File: src/rtl/core/unid_pkg.sv
`timescale 1ns / 1ps
// ----------------------------------------------------------------------------
// unid_pkg
// Shared types and constants for the unique id set store.
// ----------------------------------------------------------------------------
package unid_pkg;

	localparam int unsigned DEF_CAPACITY = 16;
	localparam int unsigned QUEUE_DEPTH  = 2;
	localparam int unsigned ID_W         = 32;
	localparam int unsigned COUNT_OUT_W  = 5;

	localparam logic KIND_ADD = 1'b0;
	localparam logic KIND_DEL = 1'b1;

	localparam logic STATUS_OK  = 1'b0;
	localparam logic STATUS_ERR = 1'b1;

	localparam logic [ID_W-1:0] EMPTY_ID = '1;

	// one queued command, already screened by the front end
	typedef struct packed {
		logic            kind;
		logic [ID_W-1:0] id;
		logic            reject;
	} unid_item_t;

endpackage

File: src/rtl/core/unique_id_set_store.sv
`timescale 1ns / 1ps
// an accepted item is held in the queue, then in the lookup register, then in
//   the result register; a new lookup waits for the commit of the last item in
//   the cell array, which holds one item at a time
// the queue takes up to 2 further items while the engine or output stalls
// reset: asynchronous, active low; empties the set and all handshake state
// ----------------------------------------------------------------------------
// unique_id_set_store
// Bounded set of distinct signed ids kept in insertion order, with add and
// delete-with-compaction commands answered by status and member count.
// ----------------------------------------------------------------------------
module unique_id_set_store import unid_pkg::*; #(
	parameter int unsigned CAPACITY = DEF_CAPACITY
) (
	input  logic                   clk,
	input  logic                   arst_n,
	input  logic                   in_valid,
	output logic                   in_ready,
	input  logic                   kind,
	input  logic signed [ID_W-1:0] id,
	output logic                   out_valid,
	input  logic                   out_ready,
	output logic                   status,
	output logic [COUNT_OUT_W-1:0] member_count
);

	logic       wr_en;
	unid_item_t wr_item;
	logic       q_full;
	logic       rd_en;
	logic       rd_valid;
	unid_item_t rd_item;

	unid_front u_front (
		.arst_n   (arst_n),
		.in_valid (in_valid),
		.in_ready (in_ready),
		.kind     (kind),
		.id       (id),
		.wr_en    (wr_en),
		.wr_item  (wr_item),
		.q_full   (q_full)
	);

	unid_queue u_queue (
		.clk      (clk),
		.arst_n   (arst_n),
		.wr_en    (wr_en),
		.wr_item  (wr_item),
		.full     (q_full),
		.rd_en    (rd_en),
		.rd_valid (rd_valid),
		.rd_item  (rd_item)
	);

	unid_engine #(
		.CAPACITY (CAPACITY)
	) u_engine (
		.clk          (clk),
		.arst_n       (arst_n),
		.rd_valid     (rd_valid),
		.rd_item      (rd_item),
		.rd_en        (rd_en),
		.out_valid    (out_valid),
		.out_ready    (out_ready),
		.status       (status),
		.member_count (member_count)
	);

endmodule

File: src/rtl/core/unid_front.sv
`timescale 1ns / 1ps
// ----------------------------------------------------------------------------
// unid_front
// Input side: takes items and marks those that the engine must refuse.
// ----------------------------------------------------------------------------
module unid_front import unid_pkg::*; (
	input  logic                   arst_n,
	input  logic                   in_valid,
	output logic                   in_ready,
	input  logic                   kind,
	input  logic signed [ID_W-1:0] id,
	output logic                   wr_en,
	output unid_item_t             wr_item,
	input  logic                   q_full
);

	logic reject;

	// add of the empty marker, or delete of a negative id
	always_comb begin
		case (kind)
			KIND_ADD: reject = (id == EMPTY_ID);
			KIND_DEL: reject = id[ID_W-1];
			default:  reject = 1'b1;
		endcase
	end

	assign in_ready = arst_n && !q_full;
	assign wr_en    = in_valid && in_ready;

	always_comb begin
		wr_item        = '0;
		wr_item.kind   = kind;
		wr_item.id     = id;
		wr_item.reject = reject;
	end

endmodule

File: src/rtl/core/unid_queue.sv
`timescale 1ns / 1ps
// ----------------------------------------------------------------------------
// unid_queue
// Short item queue between the front end and the set engine.
// ----------------------------------------------------------------------------
module unid_queue import unid_pkg::*; (
	input  logic       clk,
	input  logic       arst_n,
	input  logic       wr_en,
	input  unid_item_t wr_item,
	output logic       full,
	input  logic       rd_en,
	output logic       rd_valid,
	output unid_item_t rd_item
);

	localparam int unsigned PW = (QUEUE_DEPTH > 1) ? $clog2(QUEUE_DEPTH) : 1;
	localparam int unsigned CW = $clog2(QUEUE_DEPTH + 1);

	unid_item_t        slot_q [QUEUE_DEPTH];
	logic [PW-1:0]     wr_ptr_q;
	logic [PW-1:0]     rd_ptr_q;
	logic [CW-1:0]     fill_q;

	function automatic logic [PW-1:0] ptr_next(input logic [PW-1:0] p);
		ptr_next = (p == PW'(QUEUE_DEPTH - 1)) ? '0 : p + PW'(1);
	endfunction

	assign full     = (fill_q == CW'(QUEUE_DEPTH));
	assign rd_valid = (fill_q != '0);
	assign rd_item  = slot_q[rd_ptr_q];

	always_ff @(posedge clk) begin
		if (wr_en) begin
			slot_q[wr_ptr_q] <= wr_item;
		end
	end

	always_ff @(posedge clk or negedge arst_n) begin
		if (!arst_n) begin
			wr_ptr_q <= '0;
			rd_ptr_q <= '0;
			fill_q   <= '0;
		end else begin
			if (wr_en) begin
				wr_ptr_q <= ptr_next(wr_ptr_q);
			end
			if (rd_en) begin
				rd_ptr_q <= ptr_next(rd_ptr_q);
			end
			case ({wr_en, rd_en})
				2'b10:   fill_q <= fill_q + CW'(1);
				2'b01:   fill_q <= fill_q - CW'(1);
				default: fill_q <= fill_q;
			endcase
		end
	end

endmodule

File: src/rtl/core/unid_engine.sv
`timescale 1ns / 1ps
// ----------------------------------------------------------------------------
// unid_engine
// Set storage: parallel lookup over all cells, then add or delete with
// compaction, and the result register.
// ----------------------------------------------------------------------------
module unid_engine import unid_pkg::*; #(
	parameter int unsigned CAPACITY = DEF_CAPACITY
) (
	input  logic                   clk,
	input  logic                   arst_n,
	input  logic                   rd_valid,
	input  unid_item_t             rd_item,
	output logic                   rd_en,
	output logic                   out_valid,
	input  logic                   out_ready,
	output logic                   status,
	output logic [COUNT_OUT_W-1:0] member_count
);

	localparam int unsigned CW = $clog2(CAPACITY + 1);

	logic [ID_W-1:0]     cell_q [CAPACITY];
	logic [CW-1:0]       count_q;

	logic                valid_s1;
	unid_item_t          item_s1;
	logic [CAPACITY-1:0] match_s1;

	logic                out_valid_q;
	logic                status_q;
	logic [CW-1:0]       count_out_q;

	logic [CAPACITY-1:0] match;
	logic [CAPACITY-1:0] shift_en;
	logic                commit;
	logic                hit;
	logic                full;
	logic                add_ok;
	logic                del_ok;
	logic [CW-1:0]       count_nxt;
	logic [CW+COUNT_OUT_W-1:0] count_ext;

	// one item in flight: lookup, then commit once the result register is free
	assign rd_en  = rd_valid && !valid_s1;
	assign commit = valid_s1 && (!out_valid_q || out_ready);

	// compare against held entries only
	always_comb begin
		for (int k = 0; k < CAPACITY; k++) begin
			match[k] = (cell_q[k] == rd_item.id) && (CW'(k) < count_q);
		end
	end

	// every cell at or above the hit takes its upper neighbor
	always_comb begin
		logic run;
		run = 1'b0;
		for (int k = 0; k < CAPACITY; k++) begin
			run         = run | match_s1[k];
			shift_en[k] = run;
		end
	end

	assign hit    = |match_s1;
	assign full   = (count_q == CW'(CAPACITY));
	assign add_ok = (item_s1.kind == KIND_ADD) && !item_s1.reject && !hit && !full;
	assign del_ok = (item_s1.kind == KIND_DEL) && !item_s1.reject && hit;

	always_comb begin
		count_nxt = count_q;
		if (add_ok) begin
			count_nxt = count_q + CW'(1);
		end else if (del_ok) begin
			count_nxt = count_q - CW'(1);
		end
	end

	for (genvar k = 0; k < CAPACITY; k++) begin : g_cell
		logic [ID_W-1:0] upper;
		if (k + 1 < CAPACITY) begin : g_mid
			assign upper = cell_q[k+1];
		end else begin : g_top
			assign upper = EMPTY_ID;
		end

		always_ff @(posedge clk) begin
			if (commit && add_ok && (count_q == CW'(k))) begin
				cell_q[k] <= item_s1.id;
			end else if (commit && del_ok && shift_en[k]) begin
				cell_q[k] <= upper;
			end
		end
	end

	always_ff @(posedge clk) begin
		if (rd_en) begin
			item_s1  <= rd_item;
			match_s1 <= match;
		end
		if (commit) begin
			status_q    <= (add_ok || del_ok) ? STATUS_OK : STATUS_ERR;
			count_out_q <= count_nxt;
		end
	end

	always_ff @(posedge clk or negedge arst_n) begin
		if (!arst_n) begin
			valid_s1    <= 1'b0;
			count_q     <= '0;
			out_valid_q <= 1'b0;
		end else begin
			if (rd_en) begin
				valid_s1 <= 1'b1;
			end else if (commit) begin
				valid_s1 <= 1'b0;
			end
			if (commit) begin
				count_q     <= count_nxt;
				out_valid_q <= 1'b1;
			end else if (out_ready) begin
				out_valid_q <= 1'b0;
			end
		end
	end

	// count is reported in its low bits
	assign count_ext    = {{COUNT_OUT_W{1'b0}}, count_out_q};
	assign member_count = count_ext[COUNT_OUT_W-1:0];
	assign status       = status_q;
	assign out_valid    = out_valid_q;

endmodule

File: config.mk
export PLATFORM = sky130hd
export DESIGN_NAME = unique_id_set_store
export DESIGN_NICKNAME = d
export VERILOG_FILES = /design/src/rtl/core/unid_pkg.sv /design/src/rtl/core/unique_id_set_store.sv /design/src/rtl/core/unid_front.sv /design/src/rtl/core/unid_queue.sv /design/src/rtl/core/unid_engine.sv
export SDC_FILE = /design/constraint.sdc
export NUM_CORES = 1
export LEC_CHECK = 0
export BUFFER_PORTS_ARGS = -buffer_cell sky130_fd_sc_hd__buf_2
export CAP_MARGIN = 25
export CORE_ASPECT_RATIO = 1.4
export CORE_UTILIZATION = 60
export DETAILED_ROUTE_END_ITERATION = 6
export PLACE_DENSITY = 0.76
export SLEW_MARGIN = 15
export SYNTH_ARGS = -nofsm -noshare
export SYNTH_HDL_FRONTEND = slang
export SYNTH_SLANG_ARGS = --single-unit
File: constraint.sdc
create_clock -name clk -period 5.25 [get_ports clk]
set_input_delay 1.05 -clock clk [delete_from_list [all_inputs] [get_ports clk]]
set_output_delay 1.05 -clock clk [all_outputs]
set_load 0.03 [all_outputs]
**Yosys cells after proc, flatten, opt, wreduce, memory -nomap -nowiden**

Memory sizes are Yosys's and may differ from the RTL's.
Cells that the tools add are included.

- Eq/ne operators: 36
- $lt $le $gt $ge: 16
- Div/mod/pow operators: 0
- Multipliers: 0
- Reductions and logical operators: 73
- Shift-type cells: 0
- Bitwise gates (word level): 33
- Multiplexer cells: 109
- Add/subtract/negate cells: 6

Operators with widths:

| kind | number |
|---|---|
| $eq A32 B32 Y1 | 16 |
| $mux W32 | 16 |
| $mux W1 | 89 |
| $logic_and A1 B1 Y1 | 59 |
| $eq A5 B4 Y1 const B | 8 |
| $lt A4 B5 Y1 const A | 8 |
| $eq A32 B32 Y1 const B | 1 |
| $or A1 B1 Y1 | 31 |
| $eq A5 B3 Y1 const B | 4 |
| $lt A3 B5 Y1 const A | 4 |
| $reduce_or A16 Y1 | 1 |
| $eq A5 B2 Y1 const B | 2 |
| $lt A1 B5 Y1 const A | 2 |
| $lt A2 B5 Y1 const A | 2 |
| $mux W5 | 2 |
| $reduce_bool A2 Y1 | 4 |
| $logic_not A1 Y1 | 6 |
| $add A5 B1 Y5 const B | 1 |
| $eq A5 B1 Y1 const B | 1 |
| $eq A5 B5 Y1 const B | 1 |
| $logic_not A5 Y1 | 1 |
| $sub A5 B1 Y5 const B | 1 |
| $eq A2 B2 Y1 const B | 2 |
| $pmux W2 S2 | 1 |
| other kinds (7) | 10 |

- Output and inout port bits: 8
- Latch bits: 0
- Register bits: 67
- Word-level logic and storage cells: 287
- RAM bits: 580
- Memory bits (read-only): 0
- Memories kept: 2

Memories:

| memory | depth | bits a word | read ports | clocked after Yosys merged registers in | wr ports | line | text |
|---|---|---|---|---|---|---|---|
| u_engine.cell_q | 16 | 32 | 16 | 0 | 16 | unid_engine.sv:23 | `logic [ID_W-1:0] cell_q [CAPACITY];` |
| u_queue.slot_q | 2 | 34 | 1 | 0 | 1 | unid_queue.sv:20 | `unid_item_t slot_q [QUEUE_DEPTH];` |

**Logic depth before layout (Yosys ltp)**

Gate-level depths: netlist of run 1.

- Depth after elaboration: 20
- Mapped depth: 9

**Hierarchy**

From an unflattened synthesis of run 1, not the netlist that was laid out.

- Cell total of the unflattened synthesis: 2246
- Area total of the unflattened synthesis: 33120.5 µm²

By module, submodules not included:

| module | area each (µm²) | times used | cells each | sequential area each (µm²) |
|---|---|---|---|---|
| unid_engine | 29975.0 | 1 | 2075 | 17231.5 |
| unid_queue | 2791.4 | 1 | 122 | 2142.1 |
| unid_front | 354.1 | 1 | 49 | 0.0 |

**Worst setup path after synthesis of run 1**

OpenSTA, ideal clock, no wires.

- Path type: input -> register
- From: input port out_ready
- To: memory u_engine.cell_q[9][0], in the netlist u_engine.cell_q[1][32], enable pin
- Buffers on the path: 1
- Arrival: 4.403 ns
- Stages on the path: 6
- Setup slack: 0.382 ns
- Data required time: 4.784 ns
- Library setup time: 0.466 ns
- Cells stage by stage: nand2b_1 and4_1 and4_1 clkbuf_1 nand4b_1 o21ai_0

RTL lines:

| element | line | text |
|---|---|---|
| start: declaration | unique_id_set_store.sv:22 | `input logic out_ready,` |
| end: declaration | unid_engine.sv:23 |  |

==> results of run 1 <==
-- power by group through the flow --
| stage | combinational (W) | clock (W) | sequential (W) |
|---|---|---|---|
| after floorplan | 0.00594 | 0 | 0.00844 |
| after global placement | 0.00798 | 0 | 0.00952 |
| after detailed placement | 0.00836 | 0 | 0.00948 |
| after CTS | 0.00843 | 0.00439 | 0.00938 |
| after global routing | 0.00899 | 0.00456 | 0.00947 |
| final | 0.00858 | 0.00437 | 0.00946 |
-- state kept, by name, indices dropped and copies added, names as in the netlist --
signal,count
u_engine.out_valid,1
u_queue.rd_ptr_q,1
u_engine.status,1
u_engine.match_s1,16
u_queue.fill_q,2
u_engine.count_q,5
u_engine.item_s1,34
u_engine.cell_q,512
u_engine.valid_s1,1
u_engine.member_count,5
u_queue.slot_q,68
u_queue.wr_ptr_q,1
-- metrics by stage --
stage	instances	instance area, um2	util	total power [W]	worst slack [ns]
final	3049	36600	0.675	0.0224	1.26
after floorplan	2217	32900	-	0.0144	0.382
after detailed placement	2938	34700	0.639	0.0178	1.25
after global placement	2930	34500	0.636	0.0175	1.32
after global routing	3047	36600	0.675	0.0230	1.06
after CTS	3045	36600	0.674	0.0222	1.30
-- routing by layer --
metal,routed length [um],vias up,GRT usage
met5,15,-,0
met4,10800,2,0.337
met3,7230,450,0.0655
met2,49700,1131,0.618
met1,33700,9996,0.410
li1,-,8372,-
-- worst max-delay path, delay by kind of cell, from the launching register on --
kind	cells	cell delay, ns
AO/OA/AOI/OAI	1	0.67
buffers and inverters	1	0.39
flip-flops	1	0.43
AND/OR/NAND/NOR	4	2.17
-- how the worst max path moves through the flow --
stage	from	endpoint	slack (ns)	depth (start not counted)
2_1_floorplan	out_ready	u_engine.cell_q[1][32]	0.38	6
3_3_place_gp	out_ready	u_engine.cell_q[0][131]	1.32	8
3_5_place_dp	out_ready	u_engine.cell_q[0][131]	1.25	8
4_1_cts	u_engine.match_s1[0]	u_engine.cell_q[1][252]	1.30	6
5_1_grt	u_engine.count_q[1]	u_engine.cell_q[1][254]	1.06	8
6_report	u_engine.match_s1[1]	u_engine.cell_q[1][196]	1.26	6
-- cell type report --
cell class | instances | share of cell area
Inverter | 40 | 0.00410
Antenna cell | 2 | 0.000137
Timing Repair Buffer | 133 | 0.0292
Clock inverter | 35 | 0.00995
Multi-Input combinational cell | 1399 | 0.361
Clock buffer | 72 | 0.0417
Sequential cell | 647 | 0.529
Tap cell | 721 | 0.0246
-- cell usage after synthesis, drive strengths merged, types with 4 or more instances --
cell,count,share of area
edfxtp,636,0.58
mux2,482,0.17
xnor2,463,0.12
nor4,111,0.022
buf,66,0.012
clkbuf,65,0.0074
xor2,62,0.016
nand4,43,0.0082
inv,39,0.0044
mux2i,37,0.014
or2,35,0.0066
nor3,25,0.0041
nand3,23,0.0035
nand2,18,0.0021
nor2,18,0.0021
a21oi,13,0.0020
dfrtp,11,0.0084
o21ai,11,0.0018
ha,6,0.0023
or3,4,0.00076
-- cells by family after synthesis --
group                      count (synthesis)  synth area share
AOI/OAI and AO/OA                         53            0.0114
xor gates and xnor gates                 525             0.140
adders and majority gates                  6           0.00228
buffers and inverters                    171            0.0240
DFF                                      647             0.588
muxes                                    519             0.181
and+or+nand+nor                          296            0.0531
==> qor.yml, run 1 <==
grt_max_degree: 53
final_common_cell: "edfxtp_1"
cts_root_buf: "clkbuf_16"
initial_core_util: 0.608
vias: 20000
crit_slowest_cell: "or4_1"
clock_latency_ns: 0.63
p_clk_frac: 0.195
rows: 101
cap_viol_max_count: 0
cts_max_level: 2
cts.sinks: 647
layout-drive-gt1-share: 0.335
hold_viol: 0
hold-worst-slack_ns: 0.347
hpwlAfterDp_um: 71100
max_slew.worst_pin.slew_ns: 1.22
yosysSeqAreaShare: 0.588
core_area_mm2: 0.0542
fin_nets: 2323
clock_path_buffers: 3
synthCells: 2217
io_pins: 45
grt_pass1_vias: 20800
crit_fanout: 17
postCtsSetupBuffers: 0
setup_tns_ns: 0
cts_hold_buf: 0
reg2reg_depth: 6
viasPerCell: 6.54
critPathKind: "reg -> reg"
leakage_nw: 11.7
routed_wl_um: 102000
yosysWarnings: 0
final-setup-viol-count: 0
max_slew_margin: 0.190
cts_resized: 0
syn_area_mm2: 0.0329
min_period_ns: 3.99
ys_seq_elements: 647
mappedNetlistNets: 2260
numPortBuffers: 44
final_cell_mix: "636 x edfxtp_1, 463 x xnor2_1, 449 x mux2_2"
multiInputGateArea_mm2: 0.0132
p_sw_w: 0.00826
tritoncts: "yes"
synth_ff_type: "edfxtp_1"
die_w_um: 200
r2r-end: "u_engine.cell_q[1][196]"
clkTransAtPathRegs_ns: 0.06
cp.required_ns: 5.57
vdd_ir_drop_max_mv: 0.627
p_comb_frac: 0.383
drc: 0
antenna_found_initial: 4
worstPathArrival_ns: 4.31
p_int_w: 0.0141
antenna_left: 0
worst_setup_path_start_kind: "flip-flop"
fin_crit_sh: 0.760
synth-edff-count: 636
seqPwrFrac: 0.422
synthArstFlopShare: 0.0170
ys_types: 57
p_per_area_mw_per_mm2: 612
drv_slew: 0
r2r_slack_ns: 1.26
gr-total-overflow: 0
die_area_mm2: 0.0559
switching_share: 0.369
slowest_delay_ns: 0.71
cts_made_buffers: 59
status: "completed"
nFillCells: 3761
wire_per_inst_um: 33.3
grt_pass1_wl_um: 144000
rr_startpoint: "u_engine.match_s1[1]"
max_freq_mhz: 251
grt.total_usage: 0.374
regArea_mm2: 0.0194
worstSetupEndpointType: "flip-flop"
hp-class: "in -> async"
areaGrowthSynthToFinish_pct: 11.1
worstPathCellList: "or4_1 -> nor4_4 -> and4_1 -> nand4_1 -> o21ai_4 -> buf_4"
gp_congestion: 0.975
synth.avg_cell_area_um2: 14.9
first_pass_iters: 5
drt_iter0_drc: 2109
fin_skew_ns: 0.0267
rsz0062_at_grt: "no"
die_h_um: 279
Note: power is estimated with default switching activity, not from simulation.
==> inputs of run 2 (changes only) <==
==> constraint.sdc (replaced) <==
create_clock -name clk -period 4 [get_ports clk]
set_input_delay 0.8 -clock clk [delete_from_list [all_inputs] [get_ports clk]]
set_output_delay 0.8 -clock clk [all_outputs]
set_load 0.03 [all_outputs]
==> qor.yml, run 2 (synthesized netlist as in run 1, its figures left out) <==
wl_met2_um: 47900
numPortBuffers: 44
worstPathArrival_ns: 3.99
leakage_nw: 11.8
crit_fanout: 32
worst_setup_path_start_kind: "flip-flop"
vdd_ir_drop_max_mv: 0.596
p_int_w: 0.0184
gp_congestion: 0.970
rsz0062_at_grt: "no"
hold_viol: 0
core_area_mm2: 0.0542
final_util: 0.677
first_pass_iters: 7
wl_met3_um: 4820
reg_top3: "u_engine.cell_q (512), u_queue.slot_q (68), u_engine.item_s1 (34)"
hold-worst-slack_ns: 0.0422
finalPower_w: 0.0292
die_area_mm2: 0.0559
cts_made_buffers: 61
setup_tns_ns: 0
crit_family: "simple AND/OR/NAND/NOR gates"
p_clk_frac: 0.194
die_h_um: 279
grt.total_usage: 0.348
n_antenna_cell: 0
cts_max_level: 2
antenna_found_initial: 1
hp-class: "in -> async"
wl_met1_um: 31700
fin_nets: 2362
grt_pass1_vias: 20700
antenna_left: 0
final_common_cell: "edfxtp_1"
initial_core_util: 0.608
p_comb_frac: 0.394
grt_pass1_wl_um: 136000
min_period_ns: 3.70
top_register: "u_engine.cell_q"
vias: 19300
drv_slew: 0
cap_viol_max_count: 0
switching_share: 0.369
max_freq_mhz: 270
die_w_um: 200
wire_per_inst_um: 30.6
max_slew_margin: 0.295
viasPerCell: 6.25
final_cell_mix: "636 x edfxtp_1, 463 x xnor2_1, 449 x mux2_2"
path_buf_inv: 1
cts_root_buf: "clkbuf_16"
crit_slowest_cell: "or4_1"
worstPathCellList: "or4_1 -> nor4_4 -> and4_1 -> nand4_1 -> o21ai_2 -> buf_4"
max_slew.worst_pin.slew_ns: 1.05
rows: 101
routed_wl_um: 94600
top_layer: "met4"
clkTransAtPathRegs_ns: 0.07
final-setup-viol-count: 0
worstSetupEndpointType: "flip-flop"
postCtsSetupBuffers: 0
cts_hold_buf: 0
slowest_delay_ns: 0.74
cts_resized: 0
gr-total-overflow: 0
grt_max_degree: 52
io_pins: 45
clock_latency_ns: 0.66
critPathKind: "reg -> reg"
tritoncts: "yes"
layout-drive-gt1-share: 0.345
fin_skew_ns: 0.0308
drc: 0
fin_ws_ns: 0.296
largest_reg_flops: 512
cp.required_ns: 4.29
fin_crit_sh: 0.926
areaGrowthSynthToFinish_pct: 11.4
p_per_area_mw_per_mm2: 795
status: "completed"
clock_path_buffers: 3
hpwlAfterDp_um: 71400
drt_iter0_drc: 1563
p_sw_w: 0.0108
seqPwrFrac: 0.412
cts.sinks: 647
dp_slack_ns: 0.370
## run 2: path summary, 6_finish.rpt
kind	from	to	slack [ns]	depth (start not counted)
worst max register to register	u_engine.match_s1[0]	u_engine.cell_q[1][131]	0.30	6
worst min-delay path	arst_n	u_queue.wr_ptr_q	0.04	1
worst min register to register	u_queue.wr_ptr_q	u_queue.wr_ptr_q	0.52	1
worst max-delay path	u_engine.match_s1[0]	u_engine.cell_q[1][131]	0.30	6
max in group asynchronous	arst_n	u_queue.rd_ptr_q	3.66	1
min in group clk	id[14]	u_queue.slot_q[1][15]	0.35	1
## run 2: power by group through the flow
stage               combinational, W  sequential (W)  clock, W
floorplan                    0.00781          0.0111         0
CTS                           0.0114          0.0120   0.00568
detailed placement            0.0113          0.0121         0
global route                  0.0120          0.0121   0.00593
finish                        0.0115          0.0120   0.00565
global placement              0.0111          0.0120         0
## run 2: stage by stage
| stage | area [um2] | cells |
|---|---|---|
| 6_report | 36700 | 3091 |
| 5_1_grt | 36700 | 3091 |
| 4_1_cts | 36700 | 3091 |
| 3_5_place_dp | 34800 | 2977 |
| 3_3_place_gp | 34800 | 2977 |
| 2_1_floorplan | 33000 | 2217 |
## run 2: worst reg2reg max path, cell delays in order, from the launching register on
cell	delay, ns
edfxtp_1	0.43
or4_1	0.74
nor4_4	0.50
and4_1	0.55
nand4_1	0.42
o21ai_2	0.25
buf_4	0.41
## run 2: layout make-up
type                       count  area [um2]
clock buffer                  78        1610
clock inverter                36         270
fill                        3680       17500
inverter                      40         150
multi-input combinational   1399       13200
sequential                   647       19400
tap                          721         902
timing repair buffer         170        1190
## run 2: per-layer routing
layer / track usage / vias to the layer above
met5: 0 / -
met4: 0.323 / 0
met3: 0.0527 / 320
met2: 0.597 / 801
met1: 0.363 / 9742
li1: - / 8448
